File: src/design/rfp_pkg.sv
// shared types and constants for the request frame parser
`default_nettype none
package rfp_pkg;

  localparam int LINE_LIMIT_DEF = 256;
  localparam int LEN_WIDTH_DEF  = 16;
  localparam int MAX_ARGS       = 64;

  localparam int ID_LIM_W  = 8;
  localparam int ARG_LIM_W = 16;
  localparam int ARGC_W    = 6;
  localparam int CFG_W     = 16;
  localparam int CFG_IDX_W = 2;
  localparam int KIND_W    = 3;
  localparam int STATUS_W  = 4;
  localparam int FLEN_W    = 16;

  localparam logic [CFG_IDX_W-1:0] REG_ID_LIMIT   = 2'd0;
  localparam logic [CFG_IDX_W-1:0] REG_ARG_LIMIT  = 2'd1;
  localparam logic [CFG_IDX_W-1:0] REG_ARGC_LIMIT = 2'd2;

  localparam logic [ID_LIM_W-1:0]  ID_LIMIT_RST   = 8'd64;
  localparam logic [ARG_LIM_W-1:0] ARG_LIMIT_RST  = 16'd4096;
  localparam logic [ARGC_W-1:0]    ARGC_LIMIT_RST = 6'd63;

  localparam logic [7:0] CH_NL    = 8'h0A;
  localparam logic [7:0] CH_NUL   = 8'h00;
  localparam logic [7:0] CH_SPACE = 8'h20;
  localparam logic [7:0] CH_ZERO  = 8'h30;
  localparam logic [7:0] CH_NINE  = 8'h39;
  localparam logic [7:0] CH_A     = 8'h41;
  localparam logic [7:0] CH_C     = 8'h43;
  localparam logic [7:0] CH_D     = 8'h44;
  localparam logic [7:0] CH_E     = 8'h45;
  localparam logic [7:0] CH_G     = 8'h47;
  localparam logic [7:0] CH_I     = 8'h49;
  localparam logic [7:0] CH_N     = 8'h4E;
  localparam logic [7:0] CH_R     = 8'h52;

  typedef enum logic [1:0] {
    PH_HEADER = 2'd0,
    PH_ID     = 2'd1,
    PH_ARG    = 2'd2
  } phase_t;

  typedef enum logic [3:0] {
    KS_START    = 4'd0,
    KS_I        = 4'd1,
    KS_ID       = 4'd2,
    KS_A        = 4'd3,
    KS_AR       = 4'd4,
    KS_ARG      = 4'd5,
    KS_ARGC     = 4'd6,
    KS_E        = 4'd7,
    KS_EN       = 4'd8,
    KS_END      = 4'd9,
    KS_NUM_ID   = 4'd10,
    KS_NUM_ARGC = 4'd11,
    KS_NUM_ARG  = 4'd12,
    KS_BAD      = 4'd13
  } kw_t;

  typedef enum logic [KIND_W-1:0] {
    KIND_ID_HDR  = 3'd0,
    KIND_ARG_HDR = 3'd1,
    KIND_ID_BYTE = 3'd2,
    KIND_ARG_BYTE = 3'd3,
    KIND_VERDICT = 3'd4
  } kind_t;

  typedef enum logic [STATUS_W-1:0] {
    ST_OK            = 4'd0,
    ST_CLOSED        = 4'd1,
    ST_LINE_LONG     = 4'd2,
    ST_ID_RANGE      = 4'd3,
    ST_SHORT_ID      = 4'd4,
    ST_DUP_ARGC      = 4'd5,
    ST_ARGC_RANGE    = 4'd6,
    ST_ARG_NO_ARGC   = 4'd7,
    ST_ARG_EXCESS    = 4'd8,
    ST_ARG_RANGE     = 4'd9,
    ST_SHORT_ARG     = 4'd10,
    ST_UNKNOWN_LINE  = 4'd11,
    ST_END_NO_ARGC   = 4'd12,
    ST_ARGC_MISMATCH = 4'd13
  } status_t;

endpackage
`default_nettype wire

File: src/design/request_frame_parser_unit.sv
// request frame parser: header line scanner, payload pass-through and verdicts
//
// Input channel (in_valid / in_ready) carries one stream byte per transfer, or
// an end-of-stream marker. Each transfer yields zero or one result on the
// output channel (out_valid / out_ready): a frame header, a payload byte, or a
// request verdict. Header text and the ARGC line give no result.
// The result of a byte sits in the output register on the cycle after its
// transfer. Throughput is one byte per cycle while in_ready stays high; the
// parser state is updated in the same cycle the byte is taken, so the keyword
// decode, the decimal accumulate and the limit compares set the clock path.
// in_ready is high whenever the output register is empty or is being drained
// in the same cycle, so a stalled receiver holds off only the next byte.
// Configuration (cfg_write_en, cfg_index, cfg_data) writes the three limits;
// write only while no transfer is in flight.
// Reset (rst_n low, synchronous) starts a new request, empties the output
// register and loads the default limits. After any verdict the next byte
// starts a new request; the limits keep their values.
`default_nettype none
module request_frame_parser_unit #(
  parameter int LINE_LIMIT = rfp_pkg::LINE_LIMIT_DEF,
  parameter int LEN_WIDTH  = rfp_pkg::LEN_WIDTH_DEF
) (
  input  wire logic                           clk,
  input  wire logic                           rst_n,
  input  wire logic                           cfg_write_en,
  input  wire logic [rfp_pkg::CFG_IDX_W-1:0]  cfg_index,
  input  wire logic [rfp_pkg::CFG_W-1:0]      cfg_data,
  input  wire logic                           in_valid,
  output logic                                in_ready,
  input  wire logic [7:0]                     in_data_byte,
  input  wire logic                           in_end_of_stream,
  output logic                                out_valid,
  input  wire logic                           out_ready,
  output logic [rfp_pkg::KIND_W-1:0]          out_kind,
  output logic [rfp_pkg::ARGC_W-1:0]          out_arg_index,
  output logic [rfp_pkg::FLEN_W-1:0]          out_frame_length,
  output logic [7:0]                          out_payload_byte,
  output logic                                out_last_of_frame,
  output logic [rfp_pkg::STATUS_W-1:0]        out_status
);
  import rfp_pkg::*;

  localparam int LCW = $clog2(LINE_LIMIT);
  localparam int NW  = LEN_WIDTH + 1;
  localparam int CW  = (NW > 16) ? NW : 16;
  localparam logic [NW-1:0]  NUM_SAT  = {NW{1'b1}};
  localparam logic [LCW:0]   LINE_TOP = (LCW+1)'(LINE_LIMIT);
  localparam logic [CW-1:0]  ARGS_TOP = CW'(MAX_ARGS - 1);

  // configuration
  logic [ID_LIM_W-1:0]  id_lim_r;
  logic [ARG_LIM_W-1:0] arg_lim_r;
  logic [ARGC_W-1:0]    argc_lim_r;

  // request state
  phase_t              phase_r, phase_nxt;
  logic [LCW-1:0]      line_count_r, line_count_nxt;
  kw_t                 kw_r, kw_nxt;
  logic                text_ended_r, text_ended_nxt;
  logic [NW-1:0]       num_r, num_nxt;
  logic                num_bad_r, num_bad_nxt;
  logic                digit_seen_r, digit_seen_nxt;
  logic                announced_r, announced_nxt;
  logic [ARGC_W-1:0]   ann_count_r, ann_count_nxt;
  logic [ARGC_W-1:0]   frames_r, frames_nxt;
  logic [NW-1:0]       pay_left_r, pay_left_nxt;

  // output register
  logic                out_valid_r;
  kind_t               res_kind_r;
  logic [ARGC_W-1:0]   res_idx_r;
  logic [FLEN_W-1:0]   res_len_r;
  logic [7:0]          res_byte_r;
  logic                res_last_r;
  status_t             res_status_r;

  // decode results
  logic                in_xfer;
  logic                dec_emit;
  logic                dec_verdict;
  kind_t               dec_kind;
  status_t             dec_status;
  logic                in_payload;
  logic                is_nl;
  logic                is_digit;
  logic                pay_last;
  logic                ok_num;
  logic [CW-1:0]       num_cmp;
  logic [LCW:0]        lc_inc;
  logic [NW+3:0]       num_x10;
  logic [NW-1:0]       num_acc;
  kw_t                 kw_step;

  assign in_ready   = !out_valid_r || out_ready;
  assign in_xfer    = in_valid && in_ready;
  assign in_payload = (phase_r != PH_HEADER);
  assign is_nl      = (in_data_byte == CH_NL);
  assign is_digit   = in_data_byte inside {[CH_ZERO:CH_NINE]};
  assign pay_last   = (pay_left_r <= NW'(1));
  assign ok_num     = digit_seen_r && !num_bad_r;
  assign num_cmp    = CW'(num_r);
  assign lc_inc     = (LCW+1)'(line_count_r) + (LCW+1)'(1);

  // decimal accumulate with saturation
  assign num_x10 = ((NW+4)'(num_r) << 3) + ((NW+4)'(num_r) << 1)
                 + (NW+4)'(in_data_byte - CH_ZERO);
  assign num_acc = (num_x10[NW+3:NW] != 4'd0) ? NUM_SAT : num_x10[NW-1:0];

  // keyword scanner step
  always_comb begin
    kw_step = KS_BAD;
    case (kw_r)
      KS_START: begin
        if (in_data_byte == CH_I) kw_step = KS_I;
        else if (in_data_byte == CH_A) kw_step = KS_A;
        else if (in_data_byte == CH_E) kw_step = KS_E;
      end
      KS_I:    if (in_data_byte == CH_D) kw_step = KS_ID;
      KS_ID:   if (in_data_byte == CH_SPACE) kw_step = KS_NUM_ID;
      KS_A:    if (in_data_byte == CH_R) kw_step = KS_AR;
      KS_AR:   if (in_data_byte == CH_G) kw_step = KS_ARG;
      KS_ARG: begin
        if (in_data_byte == CH_C) kw_step = KS_ARGC;
        else if (in_data_byte == CH_SPACE) kw_step = KS_NUM_ARG;
      end
      KS_ARGC: if (in_data_byte == CH_SPACE) kw_step = KS_NUM_ARGC;
      KS_E:    if (in_data_byte == CH_N) kw_step = KS_EN;
      KS_EN:   if (in_data_byte == CH_D) kw_step = KS_END;
      KS_NUM_ID, KS_NUM_ARGC, KS_NUM_ARG: kw_step = kw_r;
      default: kw_step = KS_BAD;
    endcase
  end

  // per-byte decision: what result, if any, and whether the request ends
  always_comb begin
    dec_emit    = 1'b0;
    dec_verdict = 1'b0;
    dec_kind    = KIND_VERDICT;
    dec_status  = ST_OK;
    if (in_payload) begin
      if (in_end_of_stream) begin
        dec_verdict = 1'b1;
        dec_status  = (phase_r == PH_ID) ? ST_SHORT_ID : ST_SHORT_ARG;
      end else begin
        dec_emit = 1'b1;
        dec_kind = (phase_r == PH_ID) ? KIND_ID_BYTE : KIND_ARG_BYTE;
      end
    end else if (in_end_of_stream) begin
      dec_verdict = 1'b1;
      dec_status  = ST_CLOSED;
    end else if (is_nl) begin
      case (kw_r)
        KS_NUM_ID: begin
          if (!ok_num || num_cmp > CW'(id_lim_r)) begin
            dec_verdict = 1'b1;
            dec_status  = ST_ID_RANGE;
          end else begin
            dec_emit = 1'b1;
            dec_kind = KIND_ID_HDR;
          end
        end
        KS_NUM_ARGC: begin
          if (announced_r) begin
            dec_verdict = 1'b1;
            dec_status  = ST_DUP_ARGC;
          end else if (!ok_num || num_cmp == CW'(0) || num_cmp > CW'(argc_lim_r)
                       || num_cmp > ARGS_TOP) begin
            dec_verdict = 1'b1;
            dec_status  = ST_ARGC_RANGE;
          end
        end
        KS_NUM_ARG: begin
          if (!announced_r) begin
            dec_verdict = 1'b1;
            dec_status  = ST_ARG_NO_ARGC;
          end else if (frames_r >= ann_count_r) begin
            dec_verdict = 1'b1;
            dec_status  = ST_ARG_EXCESS;
          end else if (!ok_num || num_cmp > CW'(arg_lim_r)) begin
            dec_verdict = 1'b1;
            dec_status  = ST_ARG_RANGE;
          end else begin
            dec_emit = 1'b1;
            dec_kind = KIND_ARG_HDR;
          end
        end
        KS_END: begin
          dec_verdict = 1'b1;
          if (!announced_r) dec_status = ST_END_NO_ARGC;
          else if (frames_r != ann_count_r) dec_status = ST_ARGC_MISMATCH;
          else dec_status = ST_OK;
        end
        default: begin
          dec_verdict = 1'b1;
          dec_status  = ST_UNKNOWN_LINE;
        end
      endcase
    end else if (lc_inc >= LINE_TOP) begin
      dec_verdict = 1'b1;
      dec_status  = ST_LINE_LONG;
    end
    if (dec_verdict) dec_emit = 1'b1;
  end

  // next request state
  always_comb begin
    phase_nxt      = phase_r;
    line_count_nxt = line_count_r;
    kw_nxt         = kw_r;
    text_ended_nxt = text_ended_r;
    num_nxt        = num_r;
    num_bad_nxt    = num_bad_r;
    digit_seen_nxt = digit_seen_r;
    announced_nxt  = announced_r;
    ann_count_nxt  = ann_count_r;
    frames_nxt     = frames_r;
    pay_left_nxt   = pay_left_r;
    if (in_xfer) begin
      if (dec_verdict) begin
        phase_nxt      = PH_HEADER;
        line_count_nxt = '0;
        kw_nxt         = KS_START;
        text_ended_nxt = 1'b0;
        num_nxt        = '0;
        num_bad_nxt    = 1'b0;
        digit_seen_nxt = 1'b0;
        announced_nxt  = 1'b0;
        ann_count_nxt  = '0;
        frames_nxt     = '0;
        pay_left_nxt   = '0;
      end else if (in_payload) begin
        if (pay_last) begin
          pay_left_nxt = '0;
          phase_nxt    = PH_HEADER;
          if (phase_r == PH_ARG) frames_nxt = frames_r + ARGC_W'(1);
        end else begin
          pay_left_nxt = pay_left_r - NW'(1);
        end
      end else if (is_nl) begin
        // a header line that passed its checks
        line_count_nxt = '0;
        kw_nxt         = KS_START;
        text_ended_nxt = 1'b0;
        num_nxt        = '0;
        num_bad_nxt    = 1'b0;
        digit_seen_nxt = 1'b0;
        if (kw_r == KS_NUM_ARGC) begin
          announced_nxt = 1'b1;
          ann_count_nxt = num_r[ARGC_W-1:0];
        end else if (num_r != '0) begin
          phase_nxt    = (kw_r == KS_NUM_ID) ? PH_ID : PH_ARG;
          pay_left_nxt = num_r;
        end else if (kw_r == KS_NUM_ARG) begin
          frames_nxt = frames_r + ARGC_W'(1);
        end
      end else begin
        line_count_nxt = lc_inc[LCW-1:0];
        if (!text_ended_r) begin
          if (in_data_byte == CH_NUL) begin
            text_ended_nxt = 1'b1;
          end else begin
            kw_nxt = kw_step;
            if (kw_r == KS_NUM_ID || kw_r == KS_NUM_ARGC || kw_r == KS_NUM_ARG) begin
              if (is_digit) begin
                num_nxt        = num_acc;
                digit_seen_nxt = 1'b1;
              end else begin
                num_bad_nxt = 1'b1;
              end
            end
          end
        end
      end
    end
  end

  always_ff @(posedge clk) begin
    if (!rst_n) begin
      id_lim_r   <= ID_LIMIT_RST;
      arg_lim_r  <= ARG_LIMIT_RST;
      argc_lim_r <= ARGC_LIMIT_RST;
    end else if (cfg_write_en) begin
      case (cfg_index)
        REG_ID_LIMIT:   id_lim_r   <= cfg_data[ID_LIM_W-1:0];
        REG_ARG_LIMIT:  arg_lim_r  <= cfg_data[ARG_LIM_W-1:0];
        REG_ARGC_LIMIT: argc_lim_r <= cfg_data[ARGC_W-1:0];
        default: ;
      endcase
    end
  end

  always_ff @(posedge clk) begin
    if (!rst_n) begin
      phase_r      <= PH_HEADER;
      line_count_r <= '0;
      kw_r         <= KS_START;
      text_ended_r <= 1'b0;
      num_r        <= '0;
      num_bad_r    <= 1'b0;
      digit_seen_r <= 1'b0;
      announced_r  <= 1'b0;
      ann_count_r  <= '0;
      frames_r     <= '0;
      pay_left_r   <= '0;
      out_valid_r  <= 1'b0;
    end else begin
      phase_r      <= phase_nxt;
      line_count_r <= line_count_nxt;
      kw_r         <= kw_nxt;
      text_ended_r <= text_ended_nxt;
      num_r        <= num_nxt;
      num_bad_r    <= num_bad_nxt;
      digit_seen_r <= digit_seen_nxt;
      announced_r  <= announced_nxt;
      ann_count_r  <= ann_count_nxt;
      frames_r     <= frames_nxt;
      pay_left_r   <= pay_left_nxt;
      if (in_xfer) out_valid_r <= dec_emit;
      else if (out_ready) out_valid_r <= 1'b0;
    end
  end

  // result fields, zero where the kind does not use them
  always_ff @(posedge clk) begin
    if (in_xfer) begin
      res_kind_r   <= dec_kind;
      res_status_r <= dec_status;
      res_idx_r    <= '0;
      res_len_r    <= '0;
      res_byte_r   <= '0;
      res_last_r   <= 1'b0;
      case (dec_kind)
        KIND_ID_HDR:  res_len_r <= FLEN_W'(num_r[LEN_WIDTH-1:0]);
        KIND_ARG_HDR: begin
          res_idx_r <= frames_r;
          res_len_r <= FLEN_W'(num_r[LEN_WIDTH-1:0]);
        end
        KIND_ID_BYTE: begin
          res_byte_r <= in_data_byte;
          res_last_r <= pay_last;
        end
        KIND_ARG_BYTE: begin
          res_idx_r  <= frames_r;
          res_byte_r <= in_data_byte;
          res_last_r <= pay_last;
        end
        default: ;
      endcase
    end
  end

  assign out_valid         = out_valid_r;
  assign out_kind          = res_kind_r;
  assign out_arg_index     = res_idx_r;
  assign out_frame_length  = res_len_r;
  assign out_payload_byte  = res_byte_r;
  assign out_last_of_frame = res_last_r;
  assign out_status        = res_status_r;

  a_payload_left_nonzero: assert property (@(posedge clk) disable iff (!rst_n)
    (phase_r != PH_HEADER) |-> (pay_left_r != '0))
    else $error("payload phase with nothing left");

  a_frames_bounded: assert property (@(posedge clk) disable iff (!rst_n)
    frames_r <= ann_count_r)
    else $error("more frames received than announced");

  a_no_frames_before_argc: assert property (@(posedge clk) disable iff (!rst_n)
    !announced_r |-> (frames_r == '0))
    else $error("frames counted without an announced count");

  a_verdict_clears: assert property (@(posedge clk) disable iff (!rst_n)
    (in_xfer && dec_verdict) |=> (phase_r == PH_HEADER && !announced_r
                                  && line_count_r == '0 && out_valid_r))
    else $error("verdict did not start a new request");

  a_verdict_fields: assert property (@(posedge clk) disable iff (!rst_n)
    (out_valid_r && res_kind_r == KIND_VERDICT) |->
      (res_idx_r == '0 && res_len_r == '0 && !res_last_r))
    else $error("verdict carries frame fields");

endmodule
`default_nettype wire

File: config.mk
export PLATFORM = sky130hd
export DESIGN_NAME = request_frame_parser_unit
export DESIGN_NICKNAME = d
export VERILOG_FILES = /design/src/design/rfp_pkg.sv /design/src/design/request_frame_parser_unit.sv
export SDC_FILE = /design/constraint.sdc
export NUM_CORES = 1
export LEC_CHECK = 0
export BUFFER_PORTS_ARGS = -buffer_cell sky130_fd_sc_hd__buf_2
export CORE_MARGIN = 2
export CORE_UTILIZATION = 30
export DETAILED_ROUTE_END_ITERATION = 12
export RECOVER_POWER = 100
export SYNTH_ARGS = -nofsm -noshare
export SYNTH_HDL_FRONTEND = slang
export SYNTH_SLANG_ARGS = --single-unit
File: constraint.sdc
create_clock -name clk -period 6.8 [get_ports clk]
set_input_delay 1.36 -clock clk [delete_from_list [all_inputs] [get_ports clk]]
set_output_delay 1.36 -clock clk [all_outputs]
set_load 0.05 [all_outputs]
==> metrics.txt <==
status=finished with violations; failing checks=max-capacitance violations, max-slew violations; initial antenna violation count=1; Syn-to-layout area delta=13.2%; starting density of the core=between 30 and 40%; Iter 0 DRT Violations=621; Setup crit end=num_cmp[5]; Pwr per Cell Area=204 nW/um2; final wirelength=roughly 23000 um; Die ar.=30200 um2; Slew headroom=-54.3%; largest net degree at the start of global routing=between 50 and 60; Clock Sinks=roughly 130; WL/cell=~16 um; final setup TNS=0 ns; Final Cycle Share=78.3%; gr ovfl total=0; grt peak-use layer=met2; Setup crit start=in_data_byte[4]; most frequent cells in the layout=nand2_1, dfxtp_1, inv_1; sequential area share after synthesis=35.2%; DP Wirelength=~17000 um; worst-path cell chain=clkbuf_1 -> inv_1 -> ha_1 -> or4b_1 -> or2_0 -> and3_1 -> a211oi_1 -> o21ai_0 -> nor2_2 -> a221o_1; via/cell ratio=5.14; syn avg cell area=8.99 um2; Max VDD drop=0.000170 V; Post-synth ARST share=0%; r2r endpoint=pay_left_r[4]; overall routing resource usage=15.5%; Worst setup EP type=flip-flop; ant diodes=0; Worst Tran Pin Value=roughly 2.3 ns; clock root cell=clkbuf_16; CTS clk-pin slew, worst paths=0.06 ns; CTS Buf Count=17; Residual DRC=0; num rows=62; clk_lat worst skew=0.43 ns; RSZ-0062 raised after global routing=no; Post-Layout Cell Count=1414; dpl cells=1382; final core utilization=34.2%; layout cells sized above 1=roughly 8.5%; Reg2Reg Depth=9; met2 GRT Util=25.5%; Leak=around 3.8 nW; clk buf depth=2; HP Class=flip-flop to flip-flop; CTS tree=built; Port-buffer cells=between 70 and 80; Fin. Hold Viols=0; crit path kind=primary input to flip-flop; Vert. Die Dim=174 um; Setup Viol. Count Final=0; post-CTS setup buffers=0; first-pass GRT wire length=around 37000 um; Fill cells=3051; Syn Inst Count=961; Yosys Warn Count=0; worst path bufs/invs=2; clock skew=0.0127 ns; syn_nets=1075; Core ar.=~29000 um2; vias in the first global route=approximately 7000; most common cell after layout, fill and taps aside=nand2_1; Synth Cell Area=8640 um2; worst-path fanout max=17; Post-synth EDFFs=38; delay of the slowest critical-path stage=around 0.89 ns; Ports=72; #FFs+latches synth=133; H-tree depth=4; Yosys cell types=83; CP top delay family=simple AND/OR/NAND/NOR gates; Post-CTS Resized=0; Die Wd=roughly 170 um; CP arrival=5.69 ns; DR pass1 iterations=5; gpl congestion=0.888; top_reg_cell synth=dfxtp_1; GR Util met1=20.5%; max-slew violations=97; Worst path depth=10; final worst path period need=approximately 5.3 ns; Max Freq=188 MHz; routed via count=between 7000 and 8000; final net count=1131; Critical-path top delay cell=nor2_2; Critical Path RT=7.16 ns; CTS Hold Bufs=0; Max-Cap Viols=2; Detail Route Antenna Nets=0; Startpoint Class=primary input; R2R Setup Slk=between 2 and 2.5 ns; met3 usage=3.11%; Critical R2R Launch=num_cmp[4]
synth_stat cells, types with 13 or more instances:
| cell type | number | area (um2) |
|---|---|---|
| nand2_1 | 102 | 383 |
| dfxtp_1 | 95 | 1900 |
| inv_1 | 75 | 282 |
| nor2_1 | 67 | 251 |
| ha_1 | 66 | 826 |
| a21oi_1 | 51 | 255 |
| o21ai_0 | 41 | 205 |
| edfxtp_1 | 38 | 1140 |
| and2_1 | 34 | 213 |
| clkbuf_1 | 29 | 109 |
| nand3_1 | 24 | 120 |
| a21boi_0 | 20 | 150 |
| a221o_1 | 19 | 190 |
| xor2_1 | 19 | 166 |
| nor3_1 | 18 | 90.1 |
| fa_1 | 16 | 320 |
| nor2b_1 | 15 | 93.8 |
| mux2i_1 | 13 | 130 |
how the worst min path moves through the flow:
stage | depth (start not counted) | endpoint | start | slack (ns)
finish | 2 | num_bad_r | num_bad_r | 0.46
floorplan | 2 | num_bad_r | num_bad_r | 0.43
global route | 2 | num_bad_r | num_bad_r | 0.48
detailed placement | 2 | num_bad_r | num_bad_r | 0.45
CTS | 2 | num_bad_r | num_bad_r | 0.46
global placement | 2 | num_bad_r | num_bad_r | 0.44
routing by layer:
layer / wire length, um / part of all wire, %
met5: 14 / 0.060
met4: 547 / 2.4
met2: 10600 / 46
met3: 1130 / 4.9
met1: 10900 / 47
through the flow:
stage	instance area [um2]	setup slack (ns)	power, W	hold WS [ns]
6_report	9780	1.48	0.00200	0.459
5_1_grt	9780	1.05	0.00207	0.483
4_1_cts	9910	2.03	0.00202	0.463
3_5_place_dp	9320	1.60	0.00108	0.449
3_3_place_gp	9320	1.69	0.00108	0.442
2_1_floorplan	8640	1.10	0.00103	0.428
sequential cells by signal, summed over array words and instances (netlist names), 6 cells and up:
signal,cells
arg_lim_r,16
id_lim_r,8
out_payload_byte,8
frames_r,6
line_count_r,8
num_cmp,17
out_arg_index,6
argc_lim_r,6
pay_left_r,17
out_frame_length,16
ann_count_r,6
cell families (layout without fill, tap and decap cells):
| logic type | count (synthesis) | in the layout | share of synthesized area (%) |
|---|---|---|---|
| xor gates and xnor gates | 30 | 30 | 3.04 |
| buffers and inverters | 116 | 185 | 5.79 |
| DFF | 133 | 133 | 35.2 |
| AOI/OAI and AO/OA | 246 | 246 | 20.8 |
| adders and majority gates | 82 | 82 | 13.3 |
| muxes | 14 | 14 | 1.64 |
| and+or+nand+nor | 340 | 340 | 20.2 |
tightest hold or removal path, stage by stage (launching register included):
cell and delay [ns]:
dfxtp_1 0.32, a21oi_1 0.04, nor2_1 0.07
report_power, final:
part           internal (W)  switching (W)
Clock              0.000526       0.000410
Sequential         0.000836      0.0000151
Combinational     0.0000606       0.000148
cell type report:
cell class	count	area, um2	area share (%)
clock buffers	17	425	4.35
well taps	384	480	4.91
clock inverters	15	174	1.78
inverters	75	282	2.88
repair buffers	78	340	3.48
multi-input cells	712	5030	51.5
flip-flops and latches	133	3040	31.1
Note: power is estimated with default switching activity, not from simulation.
